<file path="config.mk">
export PLATFORM = sky130hd
export DESIGN_NAME = fraction_add_sub_mul_unit_top
export DESIGN_NICKNAME = d
export VERILOG_FILES = /design/src/sv/frac_pkg.sv /design/src/sv/frac_div.sv /design/src/sv/frac_mul.sv /design/src/sv/fraction_add_sub_mul_unit_top.sv
export SDC_FILE = /design/constraint.sdc
export NUM_CORES = 2
export LEC_CHECK = 0
export BUFFER_PORTS_ARGS = -buffer_cell sky130_fd_sc_hd__buf_2
export CAP_MARGIN = 20
export CORE_MARGIN = 1
export CORE_UTILIZATION = 40
export CTS_CLUSTER_SIZE = 8
export DETAILED_ROUTE_END_ITERATION = 6
export PLACE_DENSITY = 0.61
export SYNTH_ARGS = -nofsm -noshare
export SYNTH_HDL_FRONTEND = slang
export SYNTH_SLANG_ARGS = --single-unit
</file>
<file path="constraint.sdc">
create_clock -name clk -period 30.5 [get_ports clk]
set_input_delay 3.05 -clock clk [delete_from_list [all_inputs] [get_ports clk]]
set_output_delay 3.05 -clock clk [all_outputs]
set_load 0.02 [all_outputs]
</file>
<file path="src/sv/frac_pkg.sv">
// Shared types and constants for the fraction add, subtract and multiply unit.
package frac_pkg;

  localparam int OperandWidthDefault = 32;
  localparam int InDataWidth = 128;
  localparam int OutDataWidth = 128;
  localparam int ResultWidth = 64;

  localparam int OpSubBit = 0;
  localparam int OpMulBit = 1;

  typedef enum logic [1:0] {
    ST_OK       = 2'd0,
    ST_ZERO_DEN = 2'd1,
    ST_OVERFLOW = 2'd2
  } status_t;

  typedef enum logic [3:0] {
    S_IDLE,
    S_CHECK,
    S_GCD,
    S_GCD_WAIT,
    S_Q1,
    S_Q1_WAIT,
    S_Q2,
    S_Q2_WAIT,
    S_MUL1,
    S_MUL2,
    S_MUL3,
    S_MUL4,
    S_SUM,
    S_DONE
  } state_t;

endpackage

</file>
<file path="src/sv/frac_div.sv">
// Restoring divider that produces one quotient bit per cycle.
module frac_div
  import frac_pkg::*;
#(
  parameter int Width = OperandWidthDefault - 1
) (
  input  logic             clk,
  input  logic             rst,
  input  logic             start,
  input  logic [Width-1:0] dividend,
  input  logic [Width-1:0] divisor,
  output logic             done,
  output logic [Width-1:0] quotient,
  output logic [Width-1:0] remainder
);

  localparam int CntWidth = $clog2(Width + 1);

  logic                busy;
  logic [CntWidth-1:0] cnt;
  logic [Width-1:0]    q;
  logic [Width-1:0]    r;
  logic [Width-1:0]    dv;
  logic [Width:0]      trial;

  assign trial = {r, q[Width-1]} - {1'b0, dv};

  always_ff @(posedge clk) begin
    if (rst) begin
      busy <= 1'b0;
      done <= 1'b0;
      cnt  <= '0;
    end else begin
      done <= busy && (cnt == CntWidth'(Width - 1));
      if (start) begin
        busy <= 1'b1;
        cnt  <= '0;
      end else if (busy) begin
        cnt <= cnt + 1'b1;
        if (cnt == CntWidth'(Width - 1)) begin
          busy <= 1'b0;
        end
      end
    end
  end

  always_ff @(posedge clk) begin
    if (start) begin
      q  <= dividend;
      r  <= '0;
      dv <= divisor;
    end else if (busy) begin
      if (!trial[Width]) begin
        r <= trial[Width-1:0];
      end else begin
        r <= {r[Width-2:0], q[Width-1]};
      end
      q <= {q[Width-2:0], ~trial[Width]};
    end
  end

  assign quotient  = q;
  assign remainder = r;

endmodule

</file>
<file path="src/sv/frac_mul.sv">
// Registered signed multiplier shared by all products of the unit.
module frac_mul
  import frac_pkg::*;
#(
  parameter int Width = OperandWidthDefault + 1
) (
  input  logic                    clk,
  input  logic signed [Width-1:0] a,
  input  logic signed [Width-1:0] b,
  output logic signed [2*Width-1:0] p
);

  always_ff @(posedge clk) begin
    p <= a * b;
  end

endmodule

</file>
<file path="src/sv/fraction_add_sub_mul_unit_top.sv">
// Top level of the fraction add, subtract and multiply unit.
//
//  Channel | Dir | Fields (lowest bit first)
//  s_*     | in  | tdata: first_numerator, first_denominator, second_numerator,
//          |     |        second_denominator; tuser: operation
//  m_*     | out | tdata: result_numerator, result_denominator; tuser: status
//
// Add and subtract run the Euclid steps and then both quotients on the one
// bit-serial divider, which does every modulo and quotient of the unit;
// multiply does not use the divider.
// A word is taken only while the sequencer is idle.
// The finished word waits in the output register while m_tready is low.
// Reset is synchronous and clears the sequencer and the output valid flag.
module fraction_add_sub_mul_unit_top
  import frac_pkg::*;
#(
  parameter int OPERAND_WIDTH = OperandWidthDefault
) (
  input  logic                    clk,
  input  logic                    rst,
  input  logic                    s_tvalid,
  output logic                    s_tready,
  // first_numerator, first_denominator, second_numerator, second_denominator
  input  logic [InDataWidth-1:0]  s_tdata,
  // operation
  input  logic [1:0]              s_tuser,
  output logic                    m_tvalid,
  input  logic                    m_tready,
  // result_numerator, result_denominator
  output logic [OutDataWidth-1:0] m_tdata,
  // status
  output logic [1:0]              m_tuser
);

  localparam int W  = OPERAND_WIDTH;
  localparam int DW = OPERAND_WIDTH - 1;
  localparam int MW = OPERAND_WIDTH + 1;

  state_t state, state_next;

  logic [1:0]             op;
  logic signed [W-1:0]    n1;
  logic signed [W-1:0]    n2;
  logic [DW-1:0]          d1;
  logic [DW-1:0]          d2;
  logic [DW-1:0]          x;
  logic [DW-1:0]          y;
  logic                   larger_x;
  logic [DW-1:0]          g;
  logic [DW-1:0]          q1;
  logic [DW-1:0]          q2;
  logic [ResultWidth-1:0] t1;
  logic [ResultWidth-1:0] t2;
  logic [ResultWidth-1:0] rn;
  logic [ResultWidth-1:0] rd;
  status_t                status_r;
  logic [ResultWidth-1:0] sum;

  logic                   div_start;
  logic [DW-1:0]          div_dividend;
  logic [DW-1:0]          div_divisor;
  logic                   div_done;
  logic [DW-1:0]          div_quo;
  logic [DW-1:0]          div_rem;

  logic signed [MW-1:0]   mul_a;
  logic signed [MW-1:0]   mul_b;
  logic signed [2*MW-1:0] mul_p;
  logic [ResultWidth-1:0] prod;

  logic signed [MW-1:0]   n1_ext;
  logic signed [MW-1:0]   n2_ext;
  logic signed [MW-1:0]   n2_neg;

  logic [ResultWidth-1:0] out_rn;
  logic [ResultWidth-1:0] out_rd;
  status_t                out_status;

  assign n1_ext = {n1[W-1], n1};
  assign n2_ext = {n2[W-1], n2};
  assign n2_neg = -n2_ext;
  assign prod   = ResultWidth'(mul_p);
  assign sum    = t1 + t2;

  frac_div #(.Width(DW)) u_div (
    .clk       (clk),
    .rst       (rst),
    .start     (div_start),
    .dividend  (div_dividend),
    .divisor   (div_divisor),
    .done      (div_done),
    .quotient  (div_quo),
    .remainder (div_rem)
  );

  frac_mul #(.Width(MW)) u_mul (
    .clk (clk),
    .a   (mul_a),
    .b   (mul_b),
    .p   (mul_p)
  );

  always_comb begin
    state_next = state;
    unique case (state)
      S_IDLE: begin
        if (s_tvalid) state_next = S_CHECK;
      end
      S_CHECK: begin
        if (d1 == '0 || d2 == '0) state_next = S_DONE;
        else if (op[OpMulBit]) state_next = S_MUL1;
        else state_next = S_GCD;
      end
      S_GCD: begin
        if (x == '0 || y == '0) state_next = S_Q1;
        else state_next = S_GCD_WAIT;
      end
      S_GCD_WAIT: begin
        if (div_done) state_next = S_GCD;
      end
      S_Q1:      state_next = S_Q1_WAIT;
      S_Q1_WAIT: begin
        if (div_done) state_next = S_Q2;
      end
      S_Q2:      state_next = S_Q2_WAIT;
      S_Q2_WAIT: begin
        if (div_done) state_next = S_MUL1;
      end
      S_MUL1: state_next = S_MUL2;
      S_MUL2: state_next = S_MUL3;
      S_MUL3: state_next = op[OpMulBit] ? S_DONE : S_MUL4;
      S_MUL4: state_next = S_SUM;
      S_SUM:  state_next = S_DONE;
      S_DONE: begin
        if (!m_tvalid || m_tready) state_next = S_IDLE;
      end
      default: state_next = S_IDLE;
    endcase
  end

  always_comb begin
    s_tready     = 1'b0;
    div_start    = 1'b0;
    div_dividend = x;
    div_divisor  = y;
    mul_a        = n1_ext;
    mul_b        = MW'(q1);
    unique case (state)
      S_IDLE: s_tready = 1'b1;
      S_GCD: begin
        div_start = (x != '0) && (y != '0);
        if (x > y) begin
          div_dividend = x;
          div_divisor  = y;
        end else begin
          div_dividend = y;
          div_divisor  = x;
        end
      end
      S_Q1: begin
        div_start    = 1'b1;
        div_dividend = d2;
        div_divisor  = g;
      end
      S_Q2: begin
        div_start    = 1'b1;
        div_dividend = d1;
        div_divisor  = g;
      end
      S_MUL1: begin
        mul_a = n1_ext;
        mul_b = op[OpMulBit] ? n2_ext : MW'(q1);
      end
      S_MUL2: begin
        if (op[OpMulBit]) begin
          mul_a = MW'(d1);
          mul_b = MW'(d2);
        end else begin
          mul_a = op[OpSubBit] ? n2_neg : n2_ext;
          mul_b = MW'(q2);
        end
      end
      S_MUL3: begin
        mul_a = MW'(q2);
        mul_b = MW'(d2);
      end
      default: begin
      end
    endcase
  end

  always_ff @(posedge clk) begin
    if (rst) begin
      state <= S_IDLE;
    end else begin
      state <= state_next;
    end
  end

  always_ff @(posedge clk) begin
    unique case (state)
      S_IDLE: begin
        if (s_tvalid) begin
          op <= s_tuser;
          n1 <= s_tdata[W-1:0];
          d1 <= s_tdata[32 +: DW];
          n2 <= s_tdata[63 +: W];
          d2 <= s_tdata[95 +: DW];
        end
      end
      S_CHECK: begin
        x <= d1;
        y <= d2;
        if (d1 == '0 || d2 == '0) begin
          rn       <= '0;
          rd       <= '0;
          status_r <= ST_ZERO_DEN;
        end
      end
      S_GCD: begin
        larger_x <= x > y;
        g        <= x | y;
      end
      S_GCD_WAIT: begin
        if (div_done) begin
          if (larger_x) x <= div_rem;
          else y <= div_rem;
        end
      end
      S_Q1_WAIT: begin
        if (div_done) q1 <= div_quo;
      end
      S_Q2_WAIT: begin
        if (div_done) q2 <= div_quo;
      end
      S_MUL2: begin
        if (op[OpMulBit]) rn <= prod;
        else t1 <= prod;
      end
      S_MUL3: begin
        if (op[OpMulBit]) begin
          rd       <= prod;
          status_r <= prod[ResultWidth-1] ? ST_OVERFLOW : ST_OK;
        end else begin
          t2 <= prod;
        end
      end
      S_MUL4: rd <= prod;
      S_SUM: begin
        rn <= sum;
        if ((t1[ResultWidth-1] == t2[ResultWidth-1] &&
             sum[ResultWidth-1] != t1[ResultWidth-1]) || rd[ResultWidth-1]) begin
          status_r <= ST_OVERFLOW;
        end else begin
          status_r <= ST_OK;
        end
      end
      default: begin
      end
    endcase
  end

  always_ff @(posedge clk) begin
    if (rst) begin
      m_tvalid <= 1'b0;
    end else if (state == S_DONE && (!m_tvalid || m_tready)) begin
      m_tvalid <= 1'b1;
    end else if (m_tready) begin
      m_tvalid <= 1'b0;
    end
  end

  always_ff @(posedge clk) begin
    if (state == S_DONE && (!m_tvalid || m_tready)) begin
      out_rn     <= rn;
      out_rd     <= rd;
      out_status <= status_r;
    end
  end

  assign m_tdata = {1'b0, out_rd[ResultWidth-2:0], out_rn};
  assign m_tuser = out_status;

  a_div_nonzero: assert property (@(posedge clk) disable iff (rst)
    div_start |-> div_divisor != '0)
    else $error("Divider started with a zero divisor.");

  a_zero_den_fields: assert property (@(posedge clk) disable iff (rst)
    (m_tvalid && out_status == ST_ZERO_DEN) |-> (out_rn == '0 && out_rd == '0))
    else $error("Zero denominator word carries nonzero fields.");

  a_ready_idle: assert property (@(posedge clk) disable iff (rst)
    (s_tvalid && s_tready) |=> state == S_CHECK)
    else $error("Accepted word did not start the sequencer.");

endmodule
</file>
After elaboration in Yosys (flattened, before gate mapping). Cells that the tools add are included.

Flip-flop bits (word level): 840. Bits in latches: 0. RAM bits: 0. Memory bits (read-only): 0. Memories: 0.

$add $sub $neg: 4. Multipliers: 1. Div/mod/pow operators: 0. Order comparisons: 1. Equal/unequal tests: 26. Shifts and indexed selects: 0. Mux-type cells: 45. Bitwise logic cells: 3. Reductions and logical operators: 35.

Operators by type and width (count): $pmux 64 s3 (2); $mux 31 (10); $pmux 31 s2 (3); $mux 64 (2); $logic_not 31->1 (4); $mux 33 (3); $pmux 33 s3 (1); $pmux 31 s3 (1); $pmux 33 s2 (1); $add 64x64->64 (1); $mul 33x33->64 (1); $reduce_bool 31->1 (2); $pmux 4 s14 (1); $neg 32->33 (1); $sub 32x31->32 (1); $gt 31x31->1 (1); $or 31x31->31 (1); $mux 4 (7); $eq 4x4->1 const B (6); $eq 4x3->1 const B (4); $reduce_and 3->1 (5); $ne 2x2->1 const B (7); $reduce_and 2->1 (5); $reduce_bool 3->1 (3); 20 further kinds (42).

Depth between registers and ports, before layout.
Word-level depth: 6. Mapped depth: 42. Depth with buffers taken out: 39.

Hierarchy. Synthesis repeated with hierarchy kept, for this count alone.

Cell total of the unflattened synthesis: 7262. Area total of the unflattened synthesis: 76971.3 um2.

Modules (own cells, without submodules): frac_mul (times used 1, cells each 4268, area each 40178.5 um2, sequential area each 1321.3 um2); fraction_add_sub_mul_unit_top (times used 1, cells each 2447, area each 30938.4 um2, sequential area each 20249.4 um2); frac_div (times used 1, cells each 547, area each 5854.4 um2, sequential area each 2622.5 um2).

Worst setup path before layout. No wires, ideal clock.

Path kind: register to register. Start point: register state[1]. End point: register u_mul.p[61]. Setup time: 0.072 ns. Data arrival time: 11.033 ns. Required time: 30.428 ns. Setup slack: 19.395 ns. Stages on the path, launching flop included: 34. Buffers on the path: 4. Cells stage by stage: dfxtp_1 nor2_1 and3_1 nand2b_1 inv_1 clkbuf_1 clkbuf_1 a222oi_1 and2_1 clkbuf_1 nor2_1 fa_1 fa_1 fa_1 fa_1 fa_1 fa_1 fa_1 inv_1 fa_1 inv_1 ha_1 clkbuf_1 a2111oi_0 o21ai_0 a41oi_1 o21ai_0 a21o_1 a21oi_1 a31oi_1 a211oi_1 o21bai_1 a21oi_1 xnor2_1.

Longest elaborated chain between the ends: 3.

RTL lines: start: declaration (line fraction_add_sub_mul_unit_top.sv:39) `state_t state, state_next;`; start signal: assignment (line fraction_add_sub_mul_unit_top.sv:196) `state <= state_next;`; $eq 4x4->1 (line fraction_add_sub_mul_unit_top.sv:148) `unique case (state)`; $pmux 33 s3 or $pmux 33 s2 (tied branches) (line fraction_add_sub_mul_unit_top.sv:148); $mul 33x33->64 * (line frac_mul.sv:14) `p <= a * b;`; end signal: assignment (line frac_mul.sv:14); end: declaration (line frac_mul.sv:10) `output logic signed [2*Width-1:0] p`.

Mark *: on every way between the ends. The rest lies on a longest branch, timed or not. A chain may end at the register's enable or synchronous reset.

Worst setup path after layout.
Start point: register state[1]. End point: register u_mul.p[63].

The elaborated chain is that of the path after synthesis.

==> metrics.md <==
| Metric | Value |
|---|---|
| DP Worst Slack | 17,770 ps |
| Setup repair bufs after CTS | 0 |
| Root Buffer Master | clkbuf_16 |
| Area Growth Syn to Fin | 10.6% |
| Sequential-to-total area share from yosys stat | 32.2% |
| Slowest cell on crit path | fa_1 |
| XOR/XNOR Fraction of Synth Area | 2.27% |
| Core Area | 186,000 µm² |
| CTS tree | done |
| CP Data Arrival Time | 13,490 ps |
| Peak Freq | 77.7 MHz |
| Vias in the first global route | 57,300 |
| Period minus WS final | 12,870 ps |
| GP Congestion | 0.956 |
| CTS clock-pin slew for the worst setup and hold paths | 50 ps |
| Setup TNS | 0 ps |
| Seq. cell area | 24,200 µm² |
| Yosys top cell by area | fa_1 |
| CP Capture Type | register |
| Post-DP HPWL | 176,000 µm |
| Simple-gate share of the synthesized area | 12.1% |
| Nets@finish | 9,118 |
| Highest fanout seen on the critical path | 85 |
| Fillers | 17,500 |
| Startpoint Class | register |
| Initial antenna violation count | 6 |
| Synth Cell Area | 75,100 µm² |
| Router iterations before antenna repair | 6 |
| WL per Instance | 23.2 µm |
| Hold_buf cts | 0 |
| Post-synthesis cell count | 7,314 |
| Antenna-violating nets left | 0 |
| Post-synthesis compound-gate area fraction | 8.35% |
| Hold WC Path Type | register to register |
| Fraction of registers with async set/reset | 0% |
| GR Overflow Total | 0 |
| Synth unique cells | 81 |
| Mux cell area share after synthesis | 0.468% |
| Commonest cells after routing, fill and taps aside | inv_1, fa_1, nand2_1 |
| TritonCTS Buffers | 117 |
| DR vias/cell | 5.44 |
| Num rows | 158 |
| Clock sink total | 840 |
| Remaining routing DRC violations | 0 |
| Chip Width | 435 µm |
| WS Path Type | register to register |
| CP peak stage delay | 970 ps |
| GRT Resource Usage Total | 24.9% |
| Status | completed |
| Post-CTS Resized | 0 |
| Crit path max-delay family | adder cells |
| Total number of vias | 54,800 |
| Most frequent CP cell | fa_1 |
| # setup viols final | 0 |
| IO buf count | 262 |
| Ys flop type | edfxtp_1 |
| Synth top area cells | fa_1, edfxtp_1, inv_1, ha_1, nand2_1 |
| Reg2reg start | state[1] |
| Post-synthesis adder-cell area fraction | 36.2% |
| Initial DRC Count | 5,354 |
| Clk Latency, worst-skew pair | 780 ps |
| Seq cells post-synth | 840 |
| Fin. Hold Viols | 0 |
| Area share of the largest cell type after synthesis | 30.0% |
| CTS Buffer Depth | 3 |
| Post-synth EDFFs | 733 |
| Total die area | 190,000 µm² |
| RSZ-0062 raised after global routing | no |
| I/O Pins | 266 |
| Initial Utilization | 40.4% |
| Die Height | 435 µm |
| Hold_sp | rd[29] |
| CP required | 31,120 ps |
| Clock Skew | 70.0 ps |
| Ys Warns | 0 |
| Period utilisation layout | 42.2% |
| Max-cap viol count | 0 |
| First-pass GRT wire length | 353,000 µm |
| Leading cell type in the layout, fill and taps excluded | inv_1 |
| Avg Inst Size Synth | 10.3 µm² |
| Slew @ Worst Pin | 1160 ps |
| Share of layout cells above drive strength 1 | 8.19% |
| Post-Route WL | 234,000 µm |
| Final worst setup slack | 17,630 ps |
| Area of the multi-input gates | 45,000 µm² |
| Headroom to the max-slew limit | 23.0% |
| Main combinational cell family by area after synthesis | adder cells |
| Crit path buffers/inverters | 7 |
| Max H-tree Level | 3 |
| Synthesized net count | 8,946 |
| Largest net degree at the start of global routing | 121 |
| Slew Limit Fails | 0 |
| Crit path launch | state[1] |
-- synthesized netlist by cell type, types with 50 or more instances --
cell / count
a211oi_1: 50
a21o_1: 71
nor2_1: 761
fa_1: 1127
o21ai_0: 155
dfxtp_1: 107
and3_1: 105
edfxtp_1: 733
a21oi_1: 225
xor2_1: 83
a31oi_1: 90
nand2_1: 982
clkbuf_1: 304
ha_1: 371
a22oi_1: 67
inv_1: 1317
xnor2_1: 112
-- state kept, by name (all words and copies together), names as in the netlist, 4 cells and up --
| name | flops |
|---|---|
| q2 | 31 |
| t1 | 64 |
| u_div.remainder | 31 |
| rd | 64 |
| t2 | 64 |
| rn | 64 |
| out_rd | 63 |
| q1 | 31 |
| n1 | 32 |
| g | 31 |
| out_rn | 64 |
| u_div.dv | 31 |
| u_div.quotient | 31 |
| d1 | 31 |
| d2 | 31 |
| y | 31 |
| u_mul.p | 64 |
| state | 4 |
| n2 | 32 |
| u_div.cnt | 5 |
| x | 31 |
-- kinds of logic (layout without fill, tap and decap cells) --
kind of cell               after synthesis  in the layout
and+or+nand+nor                       2154           2154
buffers and inverters                 1670           1942
adders and majority gates             1498           1498
AOI/OAI and AO/OA                      921            921
DFF                                    840            840
xor gates and xnor gates               195            195
muxes                                   35             35
other                                    1              2
-- final timing paths --
path / endpoint / slack (ps) / cells past startpoint
worst max-delay path: u_mul.p[63] / 17630 / 30
worst min-delay path: out_rd[29] / 390 / 0
worst max register to register: u_mul.p[63] / 17630 / 30
worst min register to register: out_rd[29] / 390 / 0
-- stage by stage --
stage               cells  cell area, µm²  hold WS, ps  util [%]
finish              10100           83100          389      44.7
CTS                 10100           83100          384      44.7
global route        10100           83100          402      44.7
detailed placement   9845           79600          405      42.8
floorplan            7314           75100          400         -
global placement     9844           79500          405      42.8
-- metal layers --
metal	track usage [%]	wire, µm	part of all wire [%]	up-vias
met4	13.0	13800	5.9	6
met3	6.26	23800	10	567
met2	38.7	104000	44	2750
met1	32.0	92300	39	27600
li1	-	-	-	23800
met5	0	47	0.020	-
-- area by class of cell --
type / count / area share (%)
multi-input combinational: 4804 / 54.1
sequential: 840 / 29.1
inverter: 1317 / 5.95
clock buffer: 209 / 3.99
tap: 2480 / 3.73
timing repair buffer: 406 / 2.96
clock inverter: 10 / 0.212
antenna: 1 / 0.00301
Power is not shown: default switching activity piles up to over one toggle a cycle in this logic, so the estimate is an artifact.
